$ cat config.mk
export PLATFORM = sky130hd
export DESIGN_NAME = wino_fifo
export DESIGN_NICKNAME = d
export VERILOG_FILES = /design/src/rtl/wino_pkg.sv /design/src/rtl/wino_fifo.sv
export SDC_FILE = /design/constraint.sdc
export NUM_CORES = 1
export LEC_CHECK = 0
export BUFFER_PORTS_ARGS = -buffer_cell sky130_fd_sc_hd__buf_2
export CORE_MARGIN = 4
export CORE_UTILIZATION = 30
export DETAILED_ROUTE_END_ITERATION = 8
export PLACE_DENSITY_LB_ADDON = 0.15
export SLEW_MARGIN = 20
export SYNTH_ARGS = -nofsm -noshare
export SYNTH_HDL_FRONTEND = slang
export SYNTH_SLANG_ARGS = --single-unit
$ cat constraint.sdc
create_clock -name aclk -period 7.9 [get_ports aclk]
set_clock_uncertainty 0.15 [all_clocks]
set_input_delay 1.58 -clock aclk [delete_from_list [all_inputs] [get_ports aclk]]
set_output_delay 1.58 -clock aclk [all_outputs]
set_load 0.02 [all_outputs]
$ cat src/rtl/wino_pkg.sv
// shared types and constants for the winograd f(2x2,3x3) tile engine
`timescale 1ns / 1ps

package wino_pkg;

    localparam int MAX_CHANNELS = 64;
    localparam int CH_W         = 6;
    localparam int NUM_PROD     = 16;
    localparam int WGT_W        = 19;
    localparam int XV_W         = 18;
    localparam int PROD_W       = XV_W + WGT_W;
    localparam int ACC_W        = 42;
    localparam int FIFO_DEPTH   = 8;
    localparam int FIFO_AW      = $clog2(FIFO_DEPTH);
    localparam int FIFO_CW      = $clog2(FIFO_DEPTH) + 1;
    localparam int NUM_STAGES   = 6;

    localparam logic       FUNC_WEIGHT = 1'b0;
    localparam logic       FUNC_DATA   = 1'b1;
    localparam logic [1:0] KROW_LAST   = 2'd2;
    localparam logic [1:0] TROW_LAST   = 2'd3;

    localparam logic [1:0] REG_NUM_CHANNELS = 2'd0;
    localparam logic [1:0] REG_BIAS         = 2'd1;
    localparam logic [1:0] REG_RELU_ENABLE  = 2'd2;

    typedef struct packed {
        logic              func;
        logic [CH_W-1:0]   channel;
        logic [1:0]        row;
        logic signed [15:0] v0;
        logic signed [15:0] v1;
        logic signed [15:0] v2;
        logic signed [15:0] v3;
    } in_t;

    typedef struct packed {
        logic signed [15:0] out00;
        logic signed [15:0] out01;
        logic signed [15:0] out10;
        logic signed [15:0] out11;
        logic               saturated;
    } out_t;

    typedef logic [NUM_PROD-1:0][WGT_W-1:0] wrow_t;

    typedef struct packed {
        logic valid;
        logic first;
    } lane_ctl_t;

endpackage

$ cat src/rtl/wino_fifo.sv
// result queue between the output transform and the result channel
`timescale 1ns / 1ps

module wino_fifo import wino_pkg::*; (
    input  logic               aclk,
    input  logic               aresetn,
    input  logic               wr_en,
    input  out_t               wr_data,
    input  logic               rd_en,
    output out_t               rd_data,
    output logic               not_empty,
    output logic [FIFO_CW-1:0] count
);

    out_t                 mem_reg [FIFO_DEPTH];
    logic [FIFO_AW-1:0]   wr_ptr_reg, rd_ptr_reg;
    logic [FIFO_CW-1:0]   cnt_reg;

    always_ff @(posedge aclk) begin
        if (!aresetn) begin
            wr_ptr_reg <= '0;
            rd_ptr_reg <= '0;
            cnt_reg    <= '0;
        end else begin
            if (wr_en) begin
                wr_ptr_reg <= wr_ptr_reg + 1'b1;
            end
            if (rd_en) begin
                rd_ptr_reg <= rd_ptr_reg + 1'b1;
            end
            if (wr_en && !rd_en) begin
                cnt_reg <= cnt_reg + 1'b1;
            end else if (rd_en && !wr_en) begin
                cnt_reg <= cnt_reg - 1'b1;
            end
        end
    end

    always_ff @(posedge aclk) begin
        if (wr_en) begin
            mem_reg[wr_ptr_reg] <= wr_data;
        end
    end

    assign rd_data   = mem_reg[rd_ptr_reg];
    assign not_empty = (cnt_reg != '0);
    assign count     = cnt_reg;

endmodule

Yosys cells after proc, flatten, opt, wreduce, memory -nomap -nowiden
Memories as Yosys holds them, arrays and structs flattened. A register that Yosys moved wholly into a read port is not among the register bits.
Cells that the tools add are included.
{"block": "classes", "n_reduce_logical": 6, "muxes": 6, "addsub": 4}
{"cell": "$mux 4", "count": 2}
{"cell": "$add 3x1->3 const B", "count": 2}
{"cell": "$mux 3", "count": 2}
{"cell": "$add 4x1->4 const B", "count": 1}
{"cell": "$reduce_bool 4->1", "count": 1}
{"cell": "$sub 4x1->4 const B", "count": 1}
{"cell": "$logic_and 1x1->1", "count": 2}
{"cell": "$logic_not 1->1", "count": 2}
{"cell": "$mux 1", "count": 2}
{"cell": "$reduce_bool 2->1", "count": 1}
{"block": "totals", "input_bits": 69, "memories": 1, "ramBits": 520, "ff_bits": 10, "elab_cells": 20}
{"memory": "mem_reg", "depth": 8, "width": 65, "read_ports": 1, "rd_clocked_by_memory_dff": 1, "wr": 1, "line": "wino_fifo.sv:15", "text": "out_t mem_reg [FIFO_DEPTH];"}

Logic depth before layout (Yosys ltp)
{"block": "depth", "ltp_word": 4, "depth_mapped": 8, "mapped_depth_nobuf": 8}

Least setup slack after synthesis
No wires, ideal clock.
{"block": "synth_path", "path_type": "input port to flip-flop", "from": "in wr_en", "to": "mem mem_reg[0][0] (netlist bit), enable pin", "n_path_buf": 0, "arrival_time_ns": 6.092, "required_ns": 7.182, "slack_ns": 1.090, "stages": 2, "path_cell_list": "nand2b_1 -> nor3_1"}
{"block": "synth_between", "elab_chain_cells": 2}
{"element": "from (decl)", "line": "wino_fifo.sv:7", "text": "input logic wr_en,"}
{"element": "$mux 1", "line": "wino_fifo.sv:40", "text": "if (wr_en) begin"}
{"element": "$mux 1 (implied by the code)", "line": "wino_fifo.sv:41", "text": "mem_reg[wr_ptr_reg] <= wr_data;"}
{"element": "to (decl)", "line": "wino_fifo.sv:15"}
No other way between the ends.

==> results by group <==
Synthesis
  • Share of the synthesized area in the top cell type: 0.7757
  • Post-synth EDFFs: 520
  • Yosys warnings: 0
  • Async SR Flop Fraction: 0
  • Cell count after synthesis: 819
  • Primary FF master, synth: edfxtp_1
  • Leading area contributor after synthesis: edfxtp_1
  • Post-synth cell types: 26
  • Area contributors post-synth: edfxtp_1, mux4_2, mux2_2
  • Synthesized flop and latch total: 533
  • Most common cell in the netlist: edfxtp_1
  • Post-Syn Area: 0.02013 mm2
  • Post-synthesis sequential area ratio: 0.7886
  • Mapped Nets: 894
  • Syn_area_per_cell: 24.58 um2
  • Most frequent cells after synthesis: edfxtp_1, mux4_2, mux2_2

Clocking
  • Root Buffer Master: clkbuf_16
  • H-Tree Depth: 2
  • Clock Sinks: 533
  • Setup repair bufs after CTS: 0
  • CTS max path bufs: 3
  • Clk slew on worst S/H paths: 0.06 ns
  • CTS tree: yes
  • Worst-Skew Late Latency: 0.61 ns
  • Hold buffer count at CTS: 0
  • Post-cts gate resize count: 0
  • CTS Buf Count: 58

STA
  • Hold Fails Final Rpt: 0
  • Least-Margin Pin Slew: 0.8894 ns
  • TNS Setup: 0 ns
  • Setup Viol. Count Final: 0
  • Max-slew violation count: 0
  • RSZ-0062 raised after global routing: no
  • Crit share post-route: 0.6397
  • Fmax: 197.9 MHz
  • Max_slew headroom: 0.4071
  • Tmin final: 5.054 ns

Pwr
  • LEAKAGE: 7.486 nW
  • VDD IR max: 0.0001616 V
  • PD cells: 265.9 mW/mm2

Setup path
  • Critical Path Sink Type: output port
  • Worst endpoint required time: 6.17 ns
  • Startpoint type of the worst setup path: register
  • CP bufs+invs: 2
  • CP delay by family, top: flip-flops
  • CP Max Fanout: 83
  • CP max stage cell: dfxtp_4
  • Critical Path AT: 3.32 ns
  • Crit path largest cell delay: 0.92 ns
  • Worst-path cell chain: buf_12, mux4_2, mux2_2, buf_2
  • CP Class: reg -> out

Placed design
  • Routability cong.: 0.6444
  • Detailed Place HPWL: 22,930 um
  • Port Buffers: 138
  • Post-DP Area: 0.02189 mm2

Routing
  • Via count: 8,880
  • Drt total wl: 44,540 um
  • First-pass detailed-route iteration total: 4
  • DR WL/cell: 23.27 um
  • Routed Antenna Nets: 0
  • Vias/cell: 4.639
  • Starting DRT DRC Count: 548
  • DRC: 0

Finish
  • Sequential cell area: 0.01589 mm2
  • Fraction of final layout cells sized beyond drive strength 1: 0.4268
  • Final instance area: 0.02372 mm2
  • Multi-input logic area: 0.004073 mm2
  • Fill cells: 6,114
  • Final core utilization: 0.3589
  • # nets final: 1,075
  • Area grow syn2layout: 17.85%
  • Max reg flops: 520

Global route
  • Initial antenna violation count: 10
  • First-pass GRT wire length: 65,580 um
  • GR Overflow Total: 0
  • Total Routing Usage GR: 0.1252
  • Vias in the first global route: 9,786
  • Largest net degree at the start of global routing: 84

Hold path
  • Worst hold path type: reg -> reg

Floorplanning
  • Core Region: 0.06610 mm2
  • Io pins: 139
  • Cell Rows: 94
  • Starting density of the core: 0.3046
  • Die width: 267.0 um
  • Die area: 0.07131 mm2
  • Vert. Die Dim: 267.0 um

Run status
  • Status: completed

Run
  • Max Cap Viol: 0
[per-stage QoR]
stage	hold slack [ns]	instances	power [mW]	setup slack, ns
3_5_place_dp	0.3341	1802	3.859	3.349
2_1_floorplan	0.3625	819	3.656	1.090
3_3_place_gp	0.3245	1802	3.855	3.343
5_1_grt	0.3664	1909	6.592	2.561
4_1_cts	0.3467	1907	6.430	2.666
6_report	0.3421	1914	6.308	2.846
[worst paths after layout]
kind                 startpoint             end  slack, ns  cells past startpoint
setup / recovery       register     rd_data[16]       2.85                      4
hold / removal         count[3]        count[3]       0.34                      2
setup reg to reg  wr_ptr_reg[2]  mem_reg[0][39]       5.33                      4
hold reg to reg        count[3]        count[3]       0.34                      2
[per-layer routing]
metal	wire length (um)	global-route usage	vias up
met5	58	0	-
met3	3070	0.03623	73
li1	-	-	3850
met1	19930	0.1741	4742
met2	20750	0.1971	205
met4	732	0.02770	10
[worst reg2reg max path, cell delays in order, from the launching register on]
cell	delay (ns)
dfxtp_1	0.32
nand2b_1	0.30
nor3_2	0.16
buf_4	0.56
buf_4	0.68
[final cells by class]
cell class              instances  area share
flip-flops and latches        533      0.6696
multi-input cells             246      0.1717
clock buffers                  69     0.06292
well taps                     864     0.04557
repair buffers                159     0.03734
clock inverters                36     0.01202
diodes                          5   0.0005274
inverters                       2   0.0003164
[placed cells by master (no fill, tap or decap), drive strengths merged]
master    count
buf         159
nor2          7
or4           1
clkinv       29
diode         5
a211oi        1
clkbuf       69
dfxtp        13
fa            1
a31oi         1
nand2b        4
xnor2         4
bufinv        3
inv           4
mux2         65
nor2b         3
ha            5
mux4        130
o21ai         1
nand2         6
nor3          2
xor2          2
and2          7
mux2i         4
edfxtp      520
nand3         1
clkinvlp      2
a21oi         1
[cells by family after synthesis]
family | Yosys count | share of synthesized area
AO/OA/AOI/OAI | 4 | 0.001181
AND/OR/NAND/NOR | 31 | 0.007893
flip-flops | 533 | 0.7886
XOR/XNOR | 6 | 0.002610
buffers and inverters | 40 | 0.01181
adder cells (fa/ha/maj) | 6 | 0.004102
multiplexers | 199 | 0.1838
[report_power, final]
| part | switching [mW] | internal, mW | total (mW) |
|---|---|---|---|
| clock | 1.09 | 1.44 | 2.53 |
| combinational | 0.305 | 0.246 | 0.551 |
| sequential | 0.0441 | 3.18 | 3.23 |
| total | 1.44 | 4.87 | 6.31 |
Note: power is estimated with default switching activity, not from simulation.
