`src/rtl/wino_pkg.sv`:
```
// shared types and constants for the winograd f(2x2,3x3) tile engine
`timescale 1ns / 1ps

package wino_pkg;

    localparam int MAX_CHANNELS = 64;
    localparam int CH_W         = 6;
    localparam int NUM_PROD     = 16;
    localparam int WGT_W        = 19;
    localparam int XV_W         = 18;
    localparam int PROD_W       = XV_W + WGT_W;
    localparam int ACC_W        = 42;
    localparam int FIFO_DEPTH   = 8;
    localparam int FIFO_AW      = $clog2(FIFO_DEPTH);
    localparam int FIFO_CW      = $clog2(FIFO_DEPTH) + 1;
    localparam int NUM_STAGES   = 6;

    localparam logic       FUNC_WEIGHT = 1'b0;
    localparam logic       FUNC_DATA   = 1'b1;
    localparam logic [1:0] KROW_LAST   = 2'd2;
    localparam logic [1:0] TROW_LAST   = 2'd3;

    localparam logic [1:0] REG_NUM_CHANNELS = 2'd0;
    localparam logic [1:0] REG_BIAS         = 2'd1;
    localparam logic [1:0] REG_RELU_ENABLE  = 2'd2;

    typedef struct packed {
        logic              func;
        logic [CH_W-1:0]   channel;
        logic [1:0]        row;
        logic signed [15:0] v0;
        logic signed [15:0] v1;
        logic signed [15:0] v2;
        logic signed [15:0] v3;
    } in_t;

    typedef struct packed {
        logic signed [15:0] out00;
        logic signed [15:0] out01;
        logic signed [15:0] out10;
        logic signed [15:0] out11;
        logic               saturated;
    } out_t;

    typedef logic [NUM_PROD-1:0][WGT_W-1:0] wrow_t;

    typedef struct packed {
        logic valid;
        logic first;
    } lane_ctl_t;

endpackage

```
`src/rtl/wino_merge.sv`:
```
// output transform a^t m a, bias, relu and saturation over the lane sums
`timescale 1ns / 1ps

module wino_merge import wino_pkg::*; (
    input  logic                     aclk,
    input  logic                     aresetn,
    input  logic                     in_valid,
    input  logic signed [ACC_W-1:0]  m [NUM_PROD],
    input  logic signed [15:0]       bias,
    input  logic                     relu_enable,
    output logic                     out_valid,
    output out_t                     out_data,
    output logic [2:0]               pend
);

    logic                    va_reg, vb_reg, vc_reg;
    logic signed [43:0]      ta_reg [2][4];
    logic signed [43:0]      ta_next [2][4];
    logic signed [45:0]      ob_reg [4];
    logic signed [45:0]      ob_next [4];
    out_t                    oc_reg;
    out_t                    oc_next;
    logic signed [15:0]      pix [4];
    logic [3:0]              sat;
    logic signed [36:0]      y [4];

    always_comb begin
        for (int j = 0; j < 4; j++) begin
            ta_next[0][j] = 44'(m[j]) + 44'(m[4+j]) + 44'(m[8+j]);
            ta_next[1][j] = 44'(m[4+j]) - 44'(m[8+j]) - 44'(m[12+j]);
        end
        for (int i = 0; i < 2; i++) begin
            ob_next[i*2]   = 46'(ta_reg[i][0]) + 46'(ta_reg[i][1]) + 46'(ta_reg[i][2]);
            ob_next[i*2+1] = 46'(ta_reg[i][1]) - 46'(ta_reg[i][2]) - 46'(ta_reg[i][3]);
        end
    end

    // floor shift back to q8.8, then bias, relu and clip
    always_comb begin
        for (int k = 0; k < 4; k++) begin
            y[k]   = 37'(ob_reg[k] >>> 10) + 37'(bias);
            sat[k] = 1'b0;
            if (relu_enable && y[k] < 0) begin
                y[k] = '0;
            end
            if (y[k] > 37'sd32767) begin
                pix[k] = 16'sh7fff;
                sat[k] = 1'b1;
            end else if (y[k] < -37'sd32768) begin
                pix[k] = 16'sh8000;
                sat[k] = 1'b1;
            end else begin
                pix[k] = y[k][15:0];
            end
        end
        oc_next.out00     = pix[0];
        oc_next.out01     = pix[1];
        oc_next.out10     = pix[2];
        oc_next.out11     = pix[3];
        oc_next.saturated = |sat;
    end

    always_ff @(posedge aclk) begin
        if (!aresetn) begin
            va_reg <= 1'b0;
            vb_reg <= 1'b0;
            vc_reg <= 1'b0;
        end else begin
            va_reg <= in_valid;
            vb_reg <= va_reg;
            vc_reg <= vb_reg;
        end
    end

    always_ff @(posedge aclk) begin
        ta_reg <= ta_next;
        ob_reg <= ob_next;
        oc_reg <= oc_next;
    end

    assign out_valid = vc_reg;
    assign out_data  = oc_reg;
    assign pend      = {va_reg, vb_reg, vc_reg};

endmodule

```
`config.mk`:
```
export PLATFORM = sky130hd
export DESIGN_NAME = wino_merge
export DESIGN_NICKNAME = d
export VERILOG_FILES = /design/src/rtl/wino_pkg.sv /design/src/rtl/wino_merge.sv
export SDC_FILE = /design/constraint.sdc
export NUM_CORES = 2
export LEC_CHECK = 0
export BUFFER_PORTS_ARGS = -buffer_cell sky130_fd_sc_hd__clkbuf_2
export CAP_MARGIN = 0
export CORE_MARGIN = 8
export CORE_UTILIZATION = 60
export CTS_BUF_LIST = sky130_fd_sc_hd__clkbuf_4 sky130_fd_sc_hd__clkbuf_8
export DETAILED_ROUTE_END_ITERATION = 10
export GPL_TIMING_DRIVEN = 0
export PLACE_DENSITY = 0.86
export SYNTH_ARGS = -nofsm -noshare
export SYNTH_HDL_FRONTEND = slang
export SYNTH_SLANG_ARGS = --single-unit
```
`constraint.sdc`:
```
create_clock -name aclk -period 7.8 [get_ports aclk]
set_clock_uncertainty 0.2 [all_clocks]
set_input_delay 0.39 -clock aclk [delete_from_list [all_inputs] [get_ports aclk]]
set_output_delay 0.39 -clock aclk [all_outputs]
set_load 0.02 [all_outputs]
```
-- Yosys cells after proc, flatten, opt, wreduce, memory -nomap -nowiden
Cells that the tools add are included.
- add/sub/neg operators: 28
- order comparisons: 12
- mux-type cells: 16
- reduce and logical (&&, ||, !) cells: 5
- operators by type and width (kind ; count):
    43-bit by 42-bit adder with 44-bit output ; 4
    43-bit by 42-bit subtractor with 44-bit output ; 4
    42-bit by 42-bit adder with 43-bit output ; 4
    42-bit by 42-bit subtractor with 43-bit output ; 4
    36-bit by 16-bit adder with 37-bit output ; 4
    37-bit by 16-bit greater-than comparator with 1-bit output (second input constant) ; 4
    37-bit by 1-bit less-than comparator with 1-bit output (second input constant) ; 4
    37-bit by 16-bit less-than comparator with 1-bit output (second input constant) ; 4
    37-bit 2-to-1 mux ; 4
    45-bit by 44-bit adder with 46-bit output ; 2
    45-bit by 44-bit subtractor with 46-bit output ; 2
    44-bit by 44-bit adder with 45-bit output ; 2
    44-bit by 44-bit subtractor with 45-bit output ; 2
    16-bit 2-to-1 mux ; 4
    1-bit 2-to-1 mux ; 8
    1-bit logical AND ; 4
    4-bit OR reduction ; 1
- register bits after elaboration: 604
- input bits: 692
- output and inout port bits: 69

-- Longest topological paths before layout
- depth in word-level cells: 8
- depth in mapped cells: 19
- gate-level depth less buffers: 19

-- Worst setup path before layout
No wires, ideal clock.
- path kind: in2reg
- start point: input m[42] (netlist name)
- end point: register ta_reg[86] (netlist name)
- arrival: 4.561 ns
- path slack: 2.933 ns
- stages on the path: 18
- cells stage by stage: inv_1 fa_1 inv_1 ha_1 or2_2 fa_1 a21oi_1 o21ai_0 a2111oi_0 o21bai_1 o31a_1 o221ai_1 a21oi_1 a211oi_1 o21a_1 o21a_1 o21ai_0 o311ai_0
- RTL lines (element ; RTL line ; RTL):
    start, declared ; wino_merge.sv:8 ; input logic signed [ACC_W-1:0] m [NUM_PROD],
    end signal, assigned ; wino_merge.sv:76 ; ta_reg <= ta_next;
    end, declared ; wino_merge.sv:17 ; logic signed [43:0] ta_reg [2][4];

==> metrics.txt <==
violations in the final reports capacitance limit; number of antenna violations at the first check in global routing 12; number of synthesized register bits 564; maximum number of pins on one net before global-route repair 77; endpoints failing hold 0; Pins Over Slew Limit 0; net switching power of the design 0.0176 W; worst-case setup margin in the final layout 0.885 ns; detailed router's first-iteration violation count 5,243; internal power 0.0161 W; drc violations 0; startpoint of the most critical hold path m[339]; number of warnings issued by yosys 0; end point of the worst hold path ta_reg[180]; share of power burned in combinational logic 74.0%; critical path's top delay family compound AO/OA/AOI/OAI gates; # hold bufs at CTS 34; cell area after synthesis 54,600 µm²; core region area 90,100 µm²; setup slack at placement 0.848 ns; routed wirelength normalized by instance count roughly 23 µm; slowest cell on the critical path sky130_fd_sc_hd__a211oi_1; sequential group share of total power between 10% and 20%; Synthesized Nets 7,864; worst slew margin relative to its limit 0.705%; number of iterations in the first detailed-routing pass 9; endpoint of the worst-slack reg-to-reg timing path ob_reg[137]; HPWL Detailed between 150,000 and 200,000 µm; Clock H-tree levels 3; vias in the first global route between 40,000 and 50,000; post-route setup TNS 0 ns; Post-CTS Setup Inserts 0; clock network fraction of total power 9.2%; largest fanout of any net on the critical path 4; number of instances resized during post-cts repair 0; CTS clk-pin slew, worst paths 0.07 ns; critical path depth 20; VDD IR max 0.000419 V; gpl congestion 1.04; number of rows in the core area between 100 and 150; Crit Reg-Reg Startpoint ta_reg[220]; net switching share of the total power 52.3%; number of flops mapped to enable cells by yosys 0; Critical Path Start Type input pin; global-route wire length before repair 285,000 µm; standby leakage power 30.7 nW; syn_area_per_cell 9.13 µm²; width of the die around 320 µm; vias per cell 6.07; Max Buffers Root-to-Sink 3; full die area 101,000 µm²; count of antenna-violating nets left after detailed routing 0; slack of the worst reg-to-reg path 1.98 ns; crit share post-route 88.7%; minimum period implied by the final worst setup slack between 6 and 7 ns; dominant register cell in the synthesized netlist sky130_fd_sc_hd__dfxtp_1; # IOs 761; Total Routed Length roughly 190,000 µm; share of flip-flops with an asynchronous set or reset 0%; Worst Max-Slew Pin Slew 1.45 ns; starting density of the core 60.6%; setup repair after global routing missed its margin false; stage delay of the slowest cell on the critical path 0.65 ns; total power per unit cell area 538 nW/µm²; CTS tree built; global route overflow 0; Cells after Synth 5,986; total CTS buffers 95; total power draw 0.0337 W; # Max-Cap Violations 1; Synth-to-Final Area Change 14.5%; max reg flops roughly 350; sequential fraction of the synthesis area 20.7%; count of clock tree sinks 564; height of the die 318 µm; outcome complete, but fails checks; setup violators final 0; hold depth 4; later-pin clock latency in the skew report ~0.74 ns; vias after detailed routing a little under 50,000; depth of the worst register-to-register path 16; total placed instance area ~60,000 µm²; GRT Util Overall 36.1%; post-route cell area between 60,000 and 70,000 µm²; classification of the worst-slack hold path input pin to register; PortBufs 760; count of different cell masters after synthesis between 80 and 90; class of the most critical setup path input pin to register; share of layout cells above drive strength 1 14.3%; most frequent cells in the layout 760 x sky130_fd_sc_hd__clkbuf_2, 739 x sky130_fd_sc_hd__inv_1, 670 x sky130_fd_sc_hd__ha_1, 564 x sky130_fd_sc_hd__dfxtp_1, 516 x sky130_fd_sc_hd__fa_1; data required time at the worst endpoint 8.20 ns; most common cell after layout, fill and taps aside sky130_fd_sc_hd__clkbuf_2; filler cell count between 6,000 and 7,000; cells along the critical path dlygate4sd3_1, clkbuf_2, fa_1, dlygate4sd3_1, ha_1, inv_1, fa_1, nor2b_1, o21ai_0, a21boi_0, nor4_1, o31ai_1, a31oi_1, a211oi_1, o21ai_0, nand3_1, a21oi_1, or4_1, o211ai_1, xor2_1; crit path DAT approximately 7.3 ns; number of nets in the layout 8,759; final standard cell utilization of the core 69.4%; Buf+Inv Stages, Crit Path 4; buffer type at the clock tree root sky130_fd_sc_hd__clkbuf_8; timing-limited maximum frequency 0.145 GHz; endpoint kind of the worst setup timing path register
## power by group through the flow
stage,registers [W],logic [W],clock network [W]
after global placement,0.00563,0.0231,0
after floorplan,0.00542,0.0163,0
after global routing,0.00576,0.0268,0.00326
final,0.00566,0.0249,0.00310
after detailed placement,0.00567,0.0238,0
after CTS,0.00562,0.0241,0.00313
## Yosys cell counts, types with 10 or more instances
cell type	n	area [µm²]
sky130_fd_sc_hd__a2111oi_0	22	193
sky130_fd_sc_hd__a211o_1	19	166
sky130_fd_sc_hd__a211oi_1	50	375
sky130_fd_sc_hd__a21boi_0	17	128
sky130_fd_sc_hd__a21o_1	286	2150
sky130_fd_sc_hd__a21oi_1	482	2410
sky130_fd_sc_hd__a221oi_1	16	140
sky130_fd_sc_hd__a31oi_1	58	363
sky130_fd_sc_hd__a41oi_1	14	123
sky130_fd_sc_hd__and2_1	43	269
sky130_fd_sc_hd__and3_1	41	257
sky130_fd_sc_hd__and4_1	12	105
sky130_fd_sc_hd__clkbuf_1	38	143
sky130_fd_sc_hd__dfxtp_1	564	11300
sky130_fd_sc_hd__fa_1	516	10300
sky130_fd_sc_hd__ha_1	670	8380
sky130_fd_sc_hd__inv_1	739	2770
sky130_fd_sc_hd__mux2i_1	11	110
sky130_fd_sc_hd__nand2_1	255	957
sky130_fd_sc_hd__nand2b_1	93	582
sky130_fd_sc_hd__nand3_1	102	510
sky130_fd_sc_hd__nand3b_1	10	75.1
sky130_fd_sc_hd__nand4_1	63	394
sky130_fd_sc_hd__nor2_1	342	1280
sky130_fd_sc_hd__nor2b_1	82	513
sky130_fd_sc_hd__nor3_1	117	586
sky130_fd_sc_hd__nor4_1	23	144
sky130_fd_sc_hd__o2111ai_1	11	96.3
sky130_fd_sc_hd__o211ai_1	47	353
sky130_fd_sc_hd__o21a_1	125	938
sky130_fd_sc_hd__o21ai_0	290	1450
sky130_fd_sc_hd__o21bai_1	73	548
sky130_fd_sc_hd__o311ai_0	13	114
sky130_fd_sc_hd__o31a_1	13	114
sky130_fd_sc_hd__o31ai_1	27	203
sky130_fd_sc_hd__or2_2	20	125
sky130_fd_sc_hd__or3_1	29	181
sky130_fd_sc_hd__or4_1	15	113
sky130_fd_sc_hd__xnor2_1	324	2840
sky130_fd_sc_hd__xor2_1	171	1500
## worst reg2reg max path, stage by stage, from the launching register on
cell,delay (ns)
sky130_fd_sc_hd__dfxtp_1,0.34
sky130_fd_sc_hd__inv_1,0.06
sky130_fd_sc_hd__fa_1,0.39
sky130_fd_sc_hd__ha_1,0.31
sky130_fd_sc_hd__a21o_1,0.19
sky130_fd_sc_hd__a21o_1,0.20
sky130_fd_sc_hd__a2111oi_0,1.23
sky130_fd_sc_hd__o211ai_1,0.47
sky130_fd_sc_hd__nand4_1,0.38
sky130_fd_sc_hd__a2111oi_0,0.27
sky130_fd_sc_hd__o21ai_0,0.41
sky130_fd_sc_hd__a21oi_1,0.15
sky130_fd_sc_hd__o21ai_0,0.24
sky130_fd_sc_hd__o21ai_0,0.25
sky130_fd_sc_hd__a21o_1,0.26
sky130_fd_sc_hd__a21oi_1,0.23
sky130_fd_sc_hd__a21o_1,0.16
## per-stage QoR
stage	hold slack [ns]	std cells
6_report	0.0463	8138
5_1_grt	0.0255	8136
4_1_cts	0.00254	8133
3_5_place_dp	0.259	7926
3_3_place_gp	0.245	7922
2_1_floorplan	0.236	5986
## metal layers
metal / GRT usage (%) / vias to the layer above / wire (µm)
li1: - / 22700 / -
met1: 46.5 / 23600 / 75800
met2: 59.8 / 2591 / 87100
met3: 6.39 / 494 / 18100
met4: 14.9 / 8 / 9130
met5: 0 / - / 61
## how the worst max path moves through the flow
stage                     startpoint            to  slack (ns)
after global routing          m[337]   ta_reg[217]        0.71
after global placement      bias[15]  out_data[25]        0.61
after floorplan                m[42]    ta_reg[86]        2.93
after CTS                     m[337]   ta_reg[217]        1.27
after detailed placement      m[210]    ta_reg[86]        0.85
final                         m[337]   ta_reg[217]        0.89
## cells by family (layout without fill, tap and decap cells)
| group | after synthesis | in the layout | share of synthesized area, % |
|---|---|---|---|
| multiplexers | 13 | 13 | 0.243 |
| XOR/XNOR | 495 | 495 | 7.93 |
| buffers and inverters | 785 | 1756 | 5.44 |
| flip-flops | 564 | 564 | 20.7 |
| AO/OA/AOI/OAI | 1659 | 1659 | 19.7 |
| AND/OR/NAND/NOR | 1284 | 1284 | 11.8 |
| adder cells (fa/ha/maj) | 1186 | 1186 | 34.2 |
| other | 0 | 5 | 0 |
## cell type report
cell class                 instances  area [µm²]  share of cell area [%]
antenna                            5        12.5                  0.0200
buffer                            46         198                   0.316
clock buffer                     138        1760                    2.82
clock inverter                    35         480                   0.768
inverter                         739        2770                    4.43
multi-input combinational       4637       40400                    64.6
sequential                       564       11300                    18.0
tap                             1176        1470                    2.35
timing repair buffer             798        4190                    6.70
(Power assumes the default switching activity.)
