`config.mk`:
```
export PLATFORM = sky130hd
export DESIGN_NAME = wino_lane
export DESIGN_NICKNAME = d
export VERILOG_FILES = /design/src/rtl/wino_pkg.sv /design/src/rtl/wino_lane.sv
export SDC_FILE = /design/constraint.sdc
export NUM_CORES = 1
export LEC_CHECK = 0
export BUFFER_PORTS_ARGS = -buffer_cell sky130_fd_sc_hd__buf_2
export CAP_MARGIN = 5
export CORE_MARGIN = 3
export CORE_UTILIZATION = 32
export CTS_CLUSTER_SIZE = 20
export DETAILED_ROUTE_END_ITERATION = 8
export GPL_ROUTABILITY_DRIVEN = 0
export SLEW_MARGIN = 20
export SYNTH_ARGS = -nofsm -noshare
export SYNTH_HDL_FRONTEND = slang
export SYNTH_SLANG_ARGS = --single-unit
```
`constraint.sdc`:
```
create_clock -name aclk -period 15.7 [get_ports aclk]
set_clock_uncertainty 0.2 [all_clocks]
set_input_delay 0.785 -clock aclk [delete_from_list [all_inputs] [get_ports aclk]]
set_output_delay 0.785 -clock aclk [all_outputs]
set_load 0.005 [all_outputs]
```
`src/rtl/wino_pkg.sv`:
```
// shared types and constants for the winograd f(2x2,3x3) tile engine
`timescale 1ns / 1ps

package wino_pkg;

    localparam int MAX_CHANNELS = 64;
    localparam int CH_W         = 6;
    localparam int NUM_PROD     = 16;
    localparam int WGT_W        = 19;
    localparam int XV_W         = 18;
    localparam int PROD_W       = XV_W + WGT_W;
    localparam int ACC_W        = 42;
    localparam int FIFO_DEPTH   = 8;
    localparam int FIFO_AW      = $clog2(FIFO_DEPTH);
    localparam int FIFO_CW      = $clog2(FIFO_DEPTH) + 1;
    localparam int NUM_STAGES   = 6;

    localparam logic       FUNC_WEIGHT = 1'b0;
    localparam logic       FUNC_DATA   = 1'b1;
    localparam logic [1:0] KROW_LAST   = 2'd2;
    localparam logic [1:0] TROW_LAST   = 2'd3;

    localparam logic [1:0] REG_NUM_CHANNELS = 2'd0;
    localparam logic [1:0] REG_BIAS         = 2'd1;
    localparam logic [1:0] REG_RELU_ENABLE  = 2'd2;

    typedef struct packed {
        logic              func;
        logic [CH_W-1:0]   channel;
        logic [1:0]        row;
        logic signed [15:0] v0;
        logic signed [15:0] v1;
        logic signed [15:0] v2;
        logic signed [15:0] v3;
    } in_t;

    typedef struct packed {
        logic signed [15:0] out00;
        logic signed [15:0] out01;
        logic signed [15:0] out10;
        logic signed [15:0] out11;
        logic               saturated;
    } out_t;

    typedef logic [NUM_PROD-1:0][WGT_W-1:0] wrow_t;

    typedef struct packed {
        logic valid;
        logic first;
    } lane_ctl_t;

endpackage

```
`src/rtl/wino_lane.sv`:
```
// one multiply-accumulate lane of the elementwise product stage
`timescale 1ns / 1ps

module wino_lane import wino_pkg::*; (
    input  logic                     aclk,
    input  logic                     aresetn,
    input  lane_ctl_t                ctl,
    input  logic signed [XV_W-1:0]   v,
    input  logic signed [WGT_W-1:0]  w,
    output logic signed [ACC_W-1:0]  acc
);

    logic                      p_vld_reg;
    logic                      p_first_reg;
    logic signed [PROD_W-1:0]  prod_reg;
    logic signed [ACC_W-1:0]   acc_reg;
    logic signed [ACC_W-1:0]   acc_next;

    always_ff @(posedge aclk) begin
        if (!aresetn) begin
            p_vld_reg <= 1'b0;
        end else begin
            p_vld_reg <= ctl.valid;
        end
    end

    always_ff @(posedge aclk) begin
        p_first_reg <= ctl.first;
        prod_reg    <= PROD_W'(v) * PROD_W'(w);
        if (p_vld_reg) begin
            acc_reg <= acc_next;
        end
    end

    // channel zero restarts the sum, wraps at the accumulator width
    always_comb begin
        if (p_first_reg) begin
            acc_next = ACC_W'(prod_reg);
        end else begin
            acc_next = acc_reg + ACC_W'(prod_reg);
        end
    end

    assign acc = acc_reg;

endmodule

```
### Word level (Yosys, flattened, before mapping)

Index checks and enable logic that the tools add are counted.

| operators by class | value |
|---|---|
| add/sub/neg operators | 1 |
| $mul | 1 |
| mux-type cells | 1 |

Operator list:

| operator | count |
|---|---|
| adder 42 x 37 -> 42 bit | 1 |
| 2-to-1 mux 42 bit | 1 |
| multiplier 18 x 19 -> 37 bit | 1 |

| storage, ports and cells | value |
|---|---|
| register bits after elaboration | 81 |
| word-level logic and storage cells | 7 |

### Depth between registers and ports, before layout

Gate-level depths: netlist (run 1).

| depth | value |
|---|---|
| depth after elaboration | 2 |
| gate-level depth with buffers | 26 |
| gate-level depth less buffers | 24 |

### Least setup slack after synthesis (run 1)

OpenSTA, ideal clock, no wires.

| timing | value |
|---|---|
| kind | input port to flip-flop |
| start | in w[18] |
| end | reg prod_reg[36] |
| library setup time | 0.134 ns |
| arrival time | 6.758 ns |
| data required time | 15.366 ns |
| slack | 8.608 ns |
| cell stages on the path | 25 |
| cells stage by stage | clkbuf_1 clkbuf_1 nand2_1 inv_1 fa_1 inv_1 fa_1 inv_1 ha_1 inv_1 fa_1 inv_1 fa_1 inv_1 fa_1 inv_1 ha_1 a21o_1 a21oi_1 nor2b_1 or4b_2 o21ai_1 a21oi_2 o41ai_2 o211ai_1 |

| between the ends | value |
|---|---|
| cells in the longest elaborated chain, start to end | 1 |

Ends and longest elaborated chain:

| item | RTL line | RTL |
|---|---|---|
| start: declaration | wino_lane.sv:9 | `input logic signed [WGT_W-1:0] w,` |
| multiplier 18 x 19 -> 37 bit | wino_lane.sv:29 | `prod_reg <= PROD_W'(v) * PROD_W'(w);` |
| end signal: assignment | wino_lane.sv:29 |  |
| end: declaration | wino_lane.sv:15 | `logic signed [PROD_W-1:0] prod_reg;` |

Every way passes these cells.
A chain may end at the register's enable or synchronous reset.

### Worst setup path after layout (run 1)

Ends and elaborated chain as after synthesis.

==> results of run 1 <==
-- cell type report --
cell class	instances	area (sq um)	area share (%)
clock buffer	11	242.7	1.295
clock inverter	5	31.28	0.1669
multi-input combinational	1330	13570	72.38
sequential	81	2047	10.92
inverter	420	1577	8.412
timing repair buffer	83	417.9	2.230
tap	688	860.8	4.593
-- logic make-up after synthesis --
kind of cell	share of synthesized area, %
simple gates	15.26
flops	11.72
mux	0.1795
compound gates	9.480
xor+xnor	3.418
fa+ha+maj	49.52
buf+inv	10.42
-- worst paths after layout --
path	startpoint	cells past startpoint	slack [ns]	end
setup / recovery	w[18]	24	8.64	prod_reg[36]
hold / removal	ctl[0]	1	0.33	p_first_reg
setup reg to reg	acc[1]	10	12.03	acc[41]
hold reg to reg	prod_reg[4]	1	0.35	acc[4]
-- layer usage --
metal / routed length (microns) / global-route usage [%] / vias up
met2: 20540 / 26.71 / 325
met4: 1030 / 4.673 / 0
met1: 20730 / 22.12 / 6390
li1: - / - / 5903
met5: 0 / 0 / -
met3: 2082 / 2.119 / 62
-- Yosys cell counts, drive strengths merged (28+ instances only) --
library cell  instances  area [sq um]
a21o                 28         211.5
a21oi                67         346.6
and2                175          1096
clkbuf               57         214.0
dfxtp                39         780.8
edfxtp               42          1261
fa                  346          6927
ha                  136          1702
inv                 420          1577
nand2               220         825.8
nor2                 38         142.6
o21ai                69         352.8
xnor2                40         350.3
xor2                 28         245.2
-- worst max-delay path, stage by stage --
cell	delay (ns)
buf_2	0.30
nand2_1	0.15
inv_1	0.15
fa_1	0.44
inv_1	0.20
fa_1	0.45
inv_1	0.11
ha_1	0.35
inv_1	0.26
fa_1	0.56
inv_1	0.05
fa_1	0.53
inv_1	0.05
fa_1	0.47
inv_1	0.05
ha_1	0.34
a21o_1	0.21
a21oi_1	0.15
nor2b_1	0.08
or4b_2	0.61
o21ai_1	0.15
a21oi_2	0.12
o41ai_2	0.36
o211ai_1	0.16
-- metrics by stage --
step	area (sq um)	util [%]
2_1_floorplan	17420	-
3_3_place_gp	18470	34.72
3_5_place_dp	18470	34.72
4_1_cts	18740	35.24
5_1_grt	18740	35.24
6_report	18740	35.24
==> results_dict.tcl, run 1 <==
set metrics [dict create \
    status "completed" \
    clkTransAtPathRegs_ns 0.07 \
    ctsHoldBuffers 0 \
    std_cell_rows 84 \
    clk_path_buf_depth 2 \
    insertion_delay_ns 0.35 \
    synth_area_sq_um 17420 \
    root_buffer "clkbuf_16" \
    yosysWarnings 0 \
    synth-edff-count 42 \
    rsz0062_at_grt "no" \
    route.detailed.drc 0 \
    cts-resized-gates 0 \
    syn_avg_cell_area_sq_um 9.199 \
    fillerInstances 5394 \
    hold_class "input port to flip-flop" \
    period_share_pct 44.96 \
    cp.arrival_ns 7.08 \
    start_util_pct 32.76 \
    area_growth_pct 7.569 \
    layout_min_cycle_time_ns 7.059 \
    syn_inst 1894 \
    finalWorstSetupSlack_ns 8.641 \
    max_freq_mhz 141.7 \
    holdWs_ns 0.3299 \
    n_antenna_cell 0 \
    dp_cells 2602 \
    cts_buffers 9 \
    final_cell_mix "inv_1 (420), fa_1 (346), nand2_1 (220)" \
    final_common_cell "inv_1" \
    cp.required_ns 15.72 \
    syn_nets 2417 \
    synthFlopType "edfxtp_1" \
    die_h_microns 239.3 \
    final-setup-viol-count 0 \
    grt_start_max_net_pins 81 \
    die_x_microns 239.3 \
    cts_tree "built" \
    grt_pass1_wl_microns 73570 \
    pre_cts_slack_ns 8.278 \
    routedWlPerCell_microns 16.96 \
    cp_max_fo 18 \
    portBuffers 82 \
    synth-seq-cells 81 \
    die_area_sq_um 57280 \
    final_antenna_net_count 0 \
    ys_seq_area_share_pct 11.72 \
    core-area_sq_um 53180 \
    vias 12680 \
    h-tree-depth 3 \
    wl_microns 44390 \
    grt_pass1_vias 13860 \
    clock_sinks 81 \
    worstSetupEndpointType "flip-flop" \
    tightest_slew_ns 0.7582 \
    cts_setup_buffers 0 \
    finalNetCount 2448 \
    gr-usage-all-layers_pct 16.11 \
    final-hold-violation-count 0 \
    vias_per_cell 4.843 \
    firstDrtPassIters 5 \
    slew_headroom_pct 48.90 \
    slew_viol_final 0 \
    drt_iter0_markers 739 \
    io_pins 83 \
    final.setup.tns_ns 0 \
    drive_gt1_share_pct 6.269 \
    antenna_found_initial 0 \
    ys_async_sr_fraction_pct 0 \
    largest_reg_flops 42 \
    critical_path_class "input port to flip-flop" \
    gr-total-overflow 0 \
    maxCapViolCount 0 \
    stdcell_count 2618 \
    dp_hpwl_microns 37210 \
    yosysUniqueCellTypes 69 \
    startpoint_type "input port" \
]
Power of run 1 is left out: the tool's default activity adds up to more than one toggle a clock period on the data nets, which glitch-free logic cannot reach.
==> run 2, diff against run 1 <==
--- a/config.mk
+++ b/config.mk
@@ -5,6 +5,7 @@
 export SDC_FILE = /design/constraint.sdc
 export NUM_CORES = 1
 export LEC_CHECK = 0
+export ABC_AREA = 1
 export BUFFER_PORTS_ARGS = -buffer_cell sky130_fd_sc_hd__buf_2
 export CAP_MARGIN = 5
 export CORE_MARGIN = 3
==> constraint.sdc (replaced) <==
create_clock -name aclk -period 6.5 [get_ports aclk]
set_clock_uncertainty 0.2 [all_clocks]
set_input_delay 0.325 -clock aclk [delete_from_list [all_inputs] [get_ports aclk]]
set_output_delay 0.325 -clock aclk [all_outputs]
set_load 0.005 [all_outputs]
==> results_dict.tcl, run 2 <==
set metrics [dict create \
    period_share_pct 90.20 \
    ys_seq_area_share_pct 10.51 \
    stdcell_count 3477 \
    drt_iter0_markers 1027 \
    route.detailed.drc 0 \
    synth_most_common_cell "nand2_1" \
    area_growth_pct 7.530 \
    routedWlPerCell_microns 15.16 \
    io_pins 83 \
    crit_path_frequent_cell "inv_1" \
    hold_class "input port to flip-flop" \
    die_x_microns 252.4 \
    fillerInstances 6339 \
    synth-edff-count 42 \
    drive_gt1_share_pct 5.806 \
    cts_setup_buffers 0 \
    holdWs_ns 0.1971 \
    grt_start_max_net_pins 48 \
    final_common_cell "nand2_1" \
    rsz0062_at_grt "no" \
    final-hold-violation-count 0 \
    h-tree-depth 3 \
    syn_inst 2675 \
    largest_reg_flops 42 \
    yosysUniqueCellTypes 39 \
    clk_path_buf_depth 2 \
    yosysWarnings 0 \
    clkTransAtPathRegs_ns 0.07 \
    clock_sinks 81 \
    core-area_sq_um 59580 \
    final_util_pct 35.06 \
    ys_async_sr_fraction_pct 0 \
    max_freq_mhz 170.6 \
    cts_tree "built" \
    final_cell_mix "nand2_1 (817), inv_1 (754), fa_1 (346)" \
    root_buffer "clkbuf_16" \
    startpoint_type "input port" \
    vias_per_cell 4.516 \
    grt_pass1_vias 16070 \
    cts-resized-gates 0 \
    dp_cells 3458 \
    layout_min_cycle_time_ns 5.863 \
    cts_buffers 9 \
    portBuffers 82 \
    cp_max_fo 18 \
    syn_avg_cell_area_sq_um 7.261 \
    start_util_pct 32.60 \
    final.setup.tns_ns 0 \
    vias 15700 \
    final_antenna_net_count 0 \
    grt_pass1_wl_microns 86350 \
    cp.required_ns 6.59 \
    crit_family "adder cells" \
    dp_hpwl_microns 44850 \
    gr-total-overflow 0 \
    critical_path_buf_inv_count 9 \
    finalNetCount 3222 \
    antenna_found_initial 0 \
    slew_headroom_pct 60.49 \
    n_antenna_cell 0 \
    die_h_microns 252.4 \
    syn_nets 3198 \
    synth_top_cell_area_share_pct 35.66 \
    cpPeakStageDelay_ns 0.57 \
    cp.arrival_ns 5.95 \
    crit_chain "buf_2, nand2_1, inv_1, fa_1, inv_1, fa_1, inv_1, ha_1, inv_1, fa_1, inv_1, fa_1, inv_1, fa_1, inv_1, ha_1, nand2_1, nor2_1, inv_1, nor3_1, nand4_1, nand2_1, xor2_1" \
    final-setup-viol-count 0 \
    crit_slowest_cell "fa_1" \
    synth-seq-cells 81 \
    status "completed" \
    slew_viol_final 0 \
    synth_area_sq_um 19420 \
    critical_path_class "input port to flip-flop" \
    netlist_top_cells_area "fa_1 (36%), nand2_1 (16%), inv_1 (15%)" \
    die_area_sq_um 63690 \
    worstSetupEndpointType "flip-flop" \
    maxCapViolCount 0 \
    yosys.area.top_type "fa_1" \
    synth_common_cells "nand2_1 (817), inv_1 (754), fa_1 (346)" \
    insertion_delay_ns 0.36 \
    std_cell_rows 89 \
    wl_microns 52720 \
    firstDrtPassIters 5 \
    gr-usage-all-layers_pct 17.06 \
    tightest_slew_ns 0.5926 \
    synthFlopType "edfxtp_1" \
]
-- run 2: changes by cell type in the layout (fill, tap and decap cells not counted), moves of 12 or more --
cell      before  now
nand2_1      220  817
inv_1        420  754
and2_1       174    1
nor2_1        38  117
nand3_1       15   85
o21ai_0       54   25
a21o_1        27    4
xnor2_1       40   18
nand4_1        5   21
a211oi_1      15    0
and3_1        12    0
nor2_2         0   12
-- run 2: stage by stage --
step,cell area (sq um),worst slack (ns)
2_1_floorplan,19420,0.7025
3_3_place_gp,20560,0.3513
3_5_place_dp,20560,0.2940
4_1_cts,20880,0.6724
5_1_grt,20890,0.3080
6_report,20890,0.6372
-- run 2: metal layers --
layer | global-route usage [%] | wire length [microns]
met1 | 23.91 | 24850
met2 | 28.23 | 23990
met3 | 2.243 | 2713
met4 | 3.790 | 1157
met5 | 0 | 0
-- run 2: final cells by class --
class                           instances  area (sq um)  share of cell area (%)
Clock inverter                          3         22.52                  0.1078
Timing Repair Buffer                   95         515.5                   2.468
Inverter                              756          2838                   13.59
Tap cell                              773         967.2                   4.631
Multi-Input combinational cell       1756         14230                   68.11
Clock buffer                           13         271.5                   1.300
Sequential cell                        81          2046                   9.795
-- run 2: final timing paths --
check / end / slack (ns) / startpoint / cells past startpoint
setup / recovery: prod_reg[27] / 0.64 / w[18] / 23
hold / removal: prod_reg[0] / 0.20 / v[0] / 3
setup reg to reg: acc[30] / 3.72 / acc[0] / 15
hold reg to reg: acc[10] / 0.33 / prod_reg[10] / 2
-- run 2: worst min-delay path, cell delays in order --
cell     delay (ns)
buf_2          0.22
nand2_1        0.12
inv_1          0.04
-- run 2: repair_timing --
item,4_1_cts,5_1_grt
endpoints found under the setup margin,0,0
endpoints found under the hold margin,2,0
hold buffers,3,0
-- run 2: cells by family after synthesis --
| logic type | Yosys count | synth area share (%) |
|---|---|---|
| xor+xnor | 42 | 1.894 |
| fa+ha+maj | 482 | 44.42 |
| compound gates | 122 | 3.530 |
| simple gates | 1110 | 23.40 |
| buf+inv | 838 | 16.25 |
| flops | 81 | 10.51 |
Power of run 2 is left out for the same reason.
==> run 3, diff against run 2 <==
--- a/config.mk
+++ b/config.mk
@@ -8,11 +8,14 @@
 export ABC_AREA = 1
 export BUFFER_PORTS_ARGS = -buffer_cell sky130_fd_sc_hd__buf_2
 export CAP_MARGIN = 5
+export CELL_PAD_IN_SITES_DETAIL_PLACEMENT = 2
+export CELL_PAD_IN_SITES_GLOBAL_PLACEMENT = 2
 export CORE_MARGIN = 3
 export CORE_UTILIZATION = 32
 export CTS_CLUSTER_SIZE = 20
 export DETAILED_ROUTE_END_ITERATION = 8
 export GPL_ROUTABILITY_DRIVEN = 0
+export PLACE_DENSITY_LB_ADDON = 0.1
 export SLEW_MARGIN = 20
 export SYNTH_ARGS = -nofsm -noshare
 export SYNTH_HDL_FRONTEND = slang
==> results_dict.tcl, run 3 (synthesis gave the netlist of run 2 again) <==
set metrics [dict create \
    status "completed" \
    die_area_sq_um 63690 \
    vias 16390 \
    io_pins 83 \
    place_area_sq_um 20700 \
    largest_reg_flops 42 \
    maxCapViolCount 0 \
    cp_max_fo 19 \
    grt_pass1_wl_microns 108400 \
    routedWlPerCell_microns 19.28 \
    final-hold-violation-count 0 \
    fillerInstances 7051 \
    final_cell_mix "nand2_1 (817), inv_1 (753), fa_1 (346)" \
    route.detailed.drc 0 \
    worstSetupEndpointType "flip-flop" \
    period_share_pct 93.55 \
    cp.arrival_ns 6.14 \
    finalNetCount 3240 \
    regToRegStartpoint "acc[0]" \
    worstHoldPathCells 4 \
    firstDrtPassIters 4 \
    start_util_pct 32.60 \
    cts_tree "built" \
    h-tree-depth 3 \
    regToRegSetupSlack_ns 3.34 \
    gr-usage-all-layers_pct 21.99 \
    cp.required_ns 6.56 \
    grt_start_max_net_pins 48 \
    drt_iter0_markers 486 \
    dp_hpwl_microns 60040 \
    insertion_delay_ns 0.36 \
    hold_end "prod_reg[0]" \
    final_common_cell "nand2_1" \
    max_freq_mhz 164.5 \
    area_growth_pct 8.110 \
    final.setup.tns_ns 0 \
    holdWs_ns 0.3119 \
    vias_per_cell 4.689 \
    critical_path_class "input port to flip-flop" \
    drive_gt1_share_pct 6.466 \
    wl_microns 67390 \
    final-setup-viol-count 0 \
    tightest_slew_ns 0.6999 \
    cts-resized-gates 0 \
    std_cell_rows 89 \
    r2r.worst_path.cells 15 \
    grt_pass1_vias 19620 \
    layout_min_cycle_time_ns 6.081 \
    clock_sinks 81 \
    gr-total-overflow 0 \
    core-area_sq_um 59580 \
    slew_headroom_pct 53.34 \
    cts_buffers 9 \
    die_x_microns 252.4 \
    timing.rr.end "acc[26]" \
    die_h_microns 252.4 \
    final_antenna_net_count 0 \
    clkTransAtPathRegs_ns 0.07 \
    startpoint_type "input port" \
    slew_viol_final 0 \
    antenna_found_initial 1 \
    final_area_sq_um 21000 \
    holdCritStartpoint "w[0]" \
    hold_class "input port to flip-flop" \
    root_buffer "clkbuf_16" \
    rsz0062_at_grt "no" \
    n_antenna_cell 0 \
    portBuffers 82 \
    clk_path_buf_depth 2 \
]
[run 3: cell types whose count changed in the layout (fill, tap and decap cells not counted), sizes merged]
cell,before,now
buf,92,110
clkbuf,13,11
inv,757,756
clkinv,2,5
[run 3: worst max path at each step]
stage	depth (start not counted)	end	slack, ns	start
after global placement	23	prod_reg[27]	0.05	w[18]
after floorplan	20	prod_reg[29]	0.70	v[4]
after detailed placement	17	prod_reg[28]	-0.11	v[4]
after global routing	23	prod_reg[27]	0.04	w[18]
final	17	prod_reg[28]	0.42	v[4]
after CTS	17	prod_reg[28]	0.29	v[4]
[run 3: per-layer routing]
| metal | global-route usage [%] | wire, microns |
|---|---|---|
| met5 | 0 | 13 |
| met4 | 4.631 | 1351 |
| met3 | 1.605 | 1128 |
| met2 | 42.85 | 36180 |
| met1 | 26.34 | 28710 |
[run 3: worst max-delay path, cell delays in order]
cell	delay (ns)
buf_2	0.40
nand2_1	0.22
fa_1	0.54
inv_1	0.15
fa_1	0.78
fa_1	0.52
fa_1	0.52
fa_1	0.50
inv_1	0.05
fa_1	0.47
inv_1	0.05
ha_1	0.36
a21oi_1	0.22
o21ai_0	0.18
a21oi_1	0.36
o211ai_2	0.20
xor2_1	0.27
[run 3: area by class of cell]
cell class	instances	area [sq um]	area share [%]
clock inverter	5	40.04	0.1907
inverter	756	2838	13.51
timing repair buffer	113	650.6	3.098
sequential	81	2044	9.736
tap	773	967.2	4.606
clock buffer	11	232.7	1.108
multi-input combinational	1756	14230	67.75
[run 3: stage by stage]
stage	utilization, %	worst slack, ns	instances
finish	35.25	0.4195	3495
global route	35.25	0.04236	3495
global placement	34.74	0.04784	3476
CTS	35.25	0.2918	3495
floorplan	-	0.7025	2675
detailed placement	34.74	-0.1055	3476
[run 3: timing repair]
action,4_1_cts,5_1_grt
endpoints found under the setup margin,0,0
hold endpoints to repair,2,0
setup buffers,0,0
hold buffers,3,0
Power of run 3 is left out for the same reason.
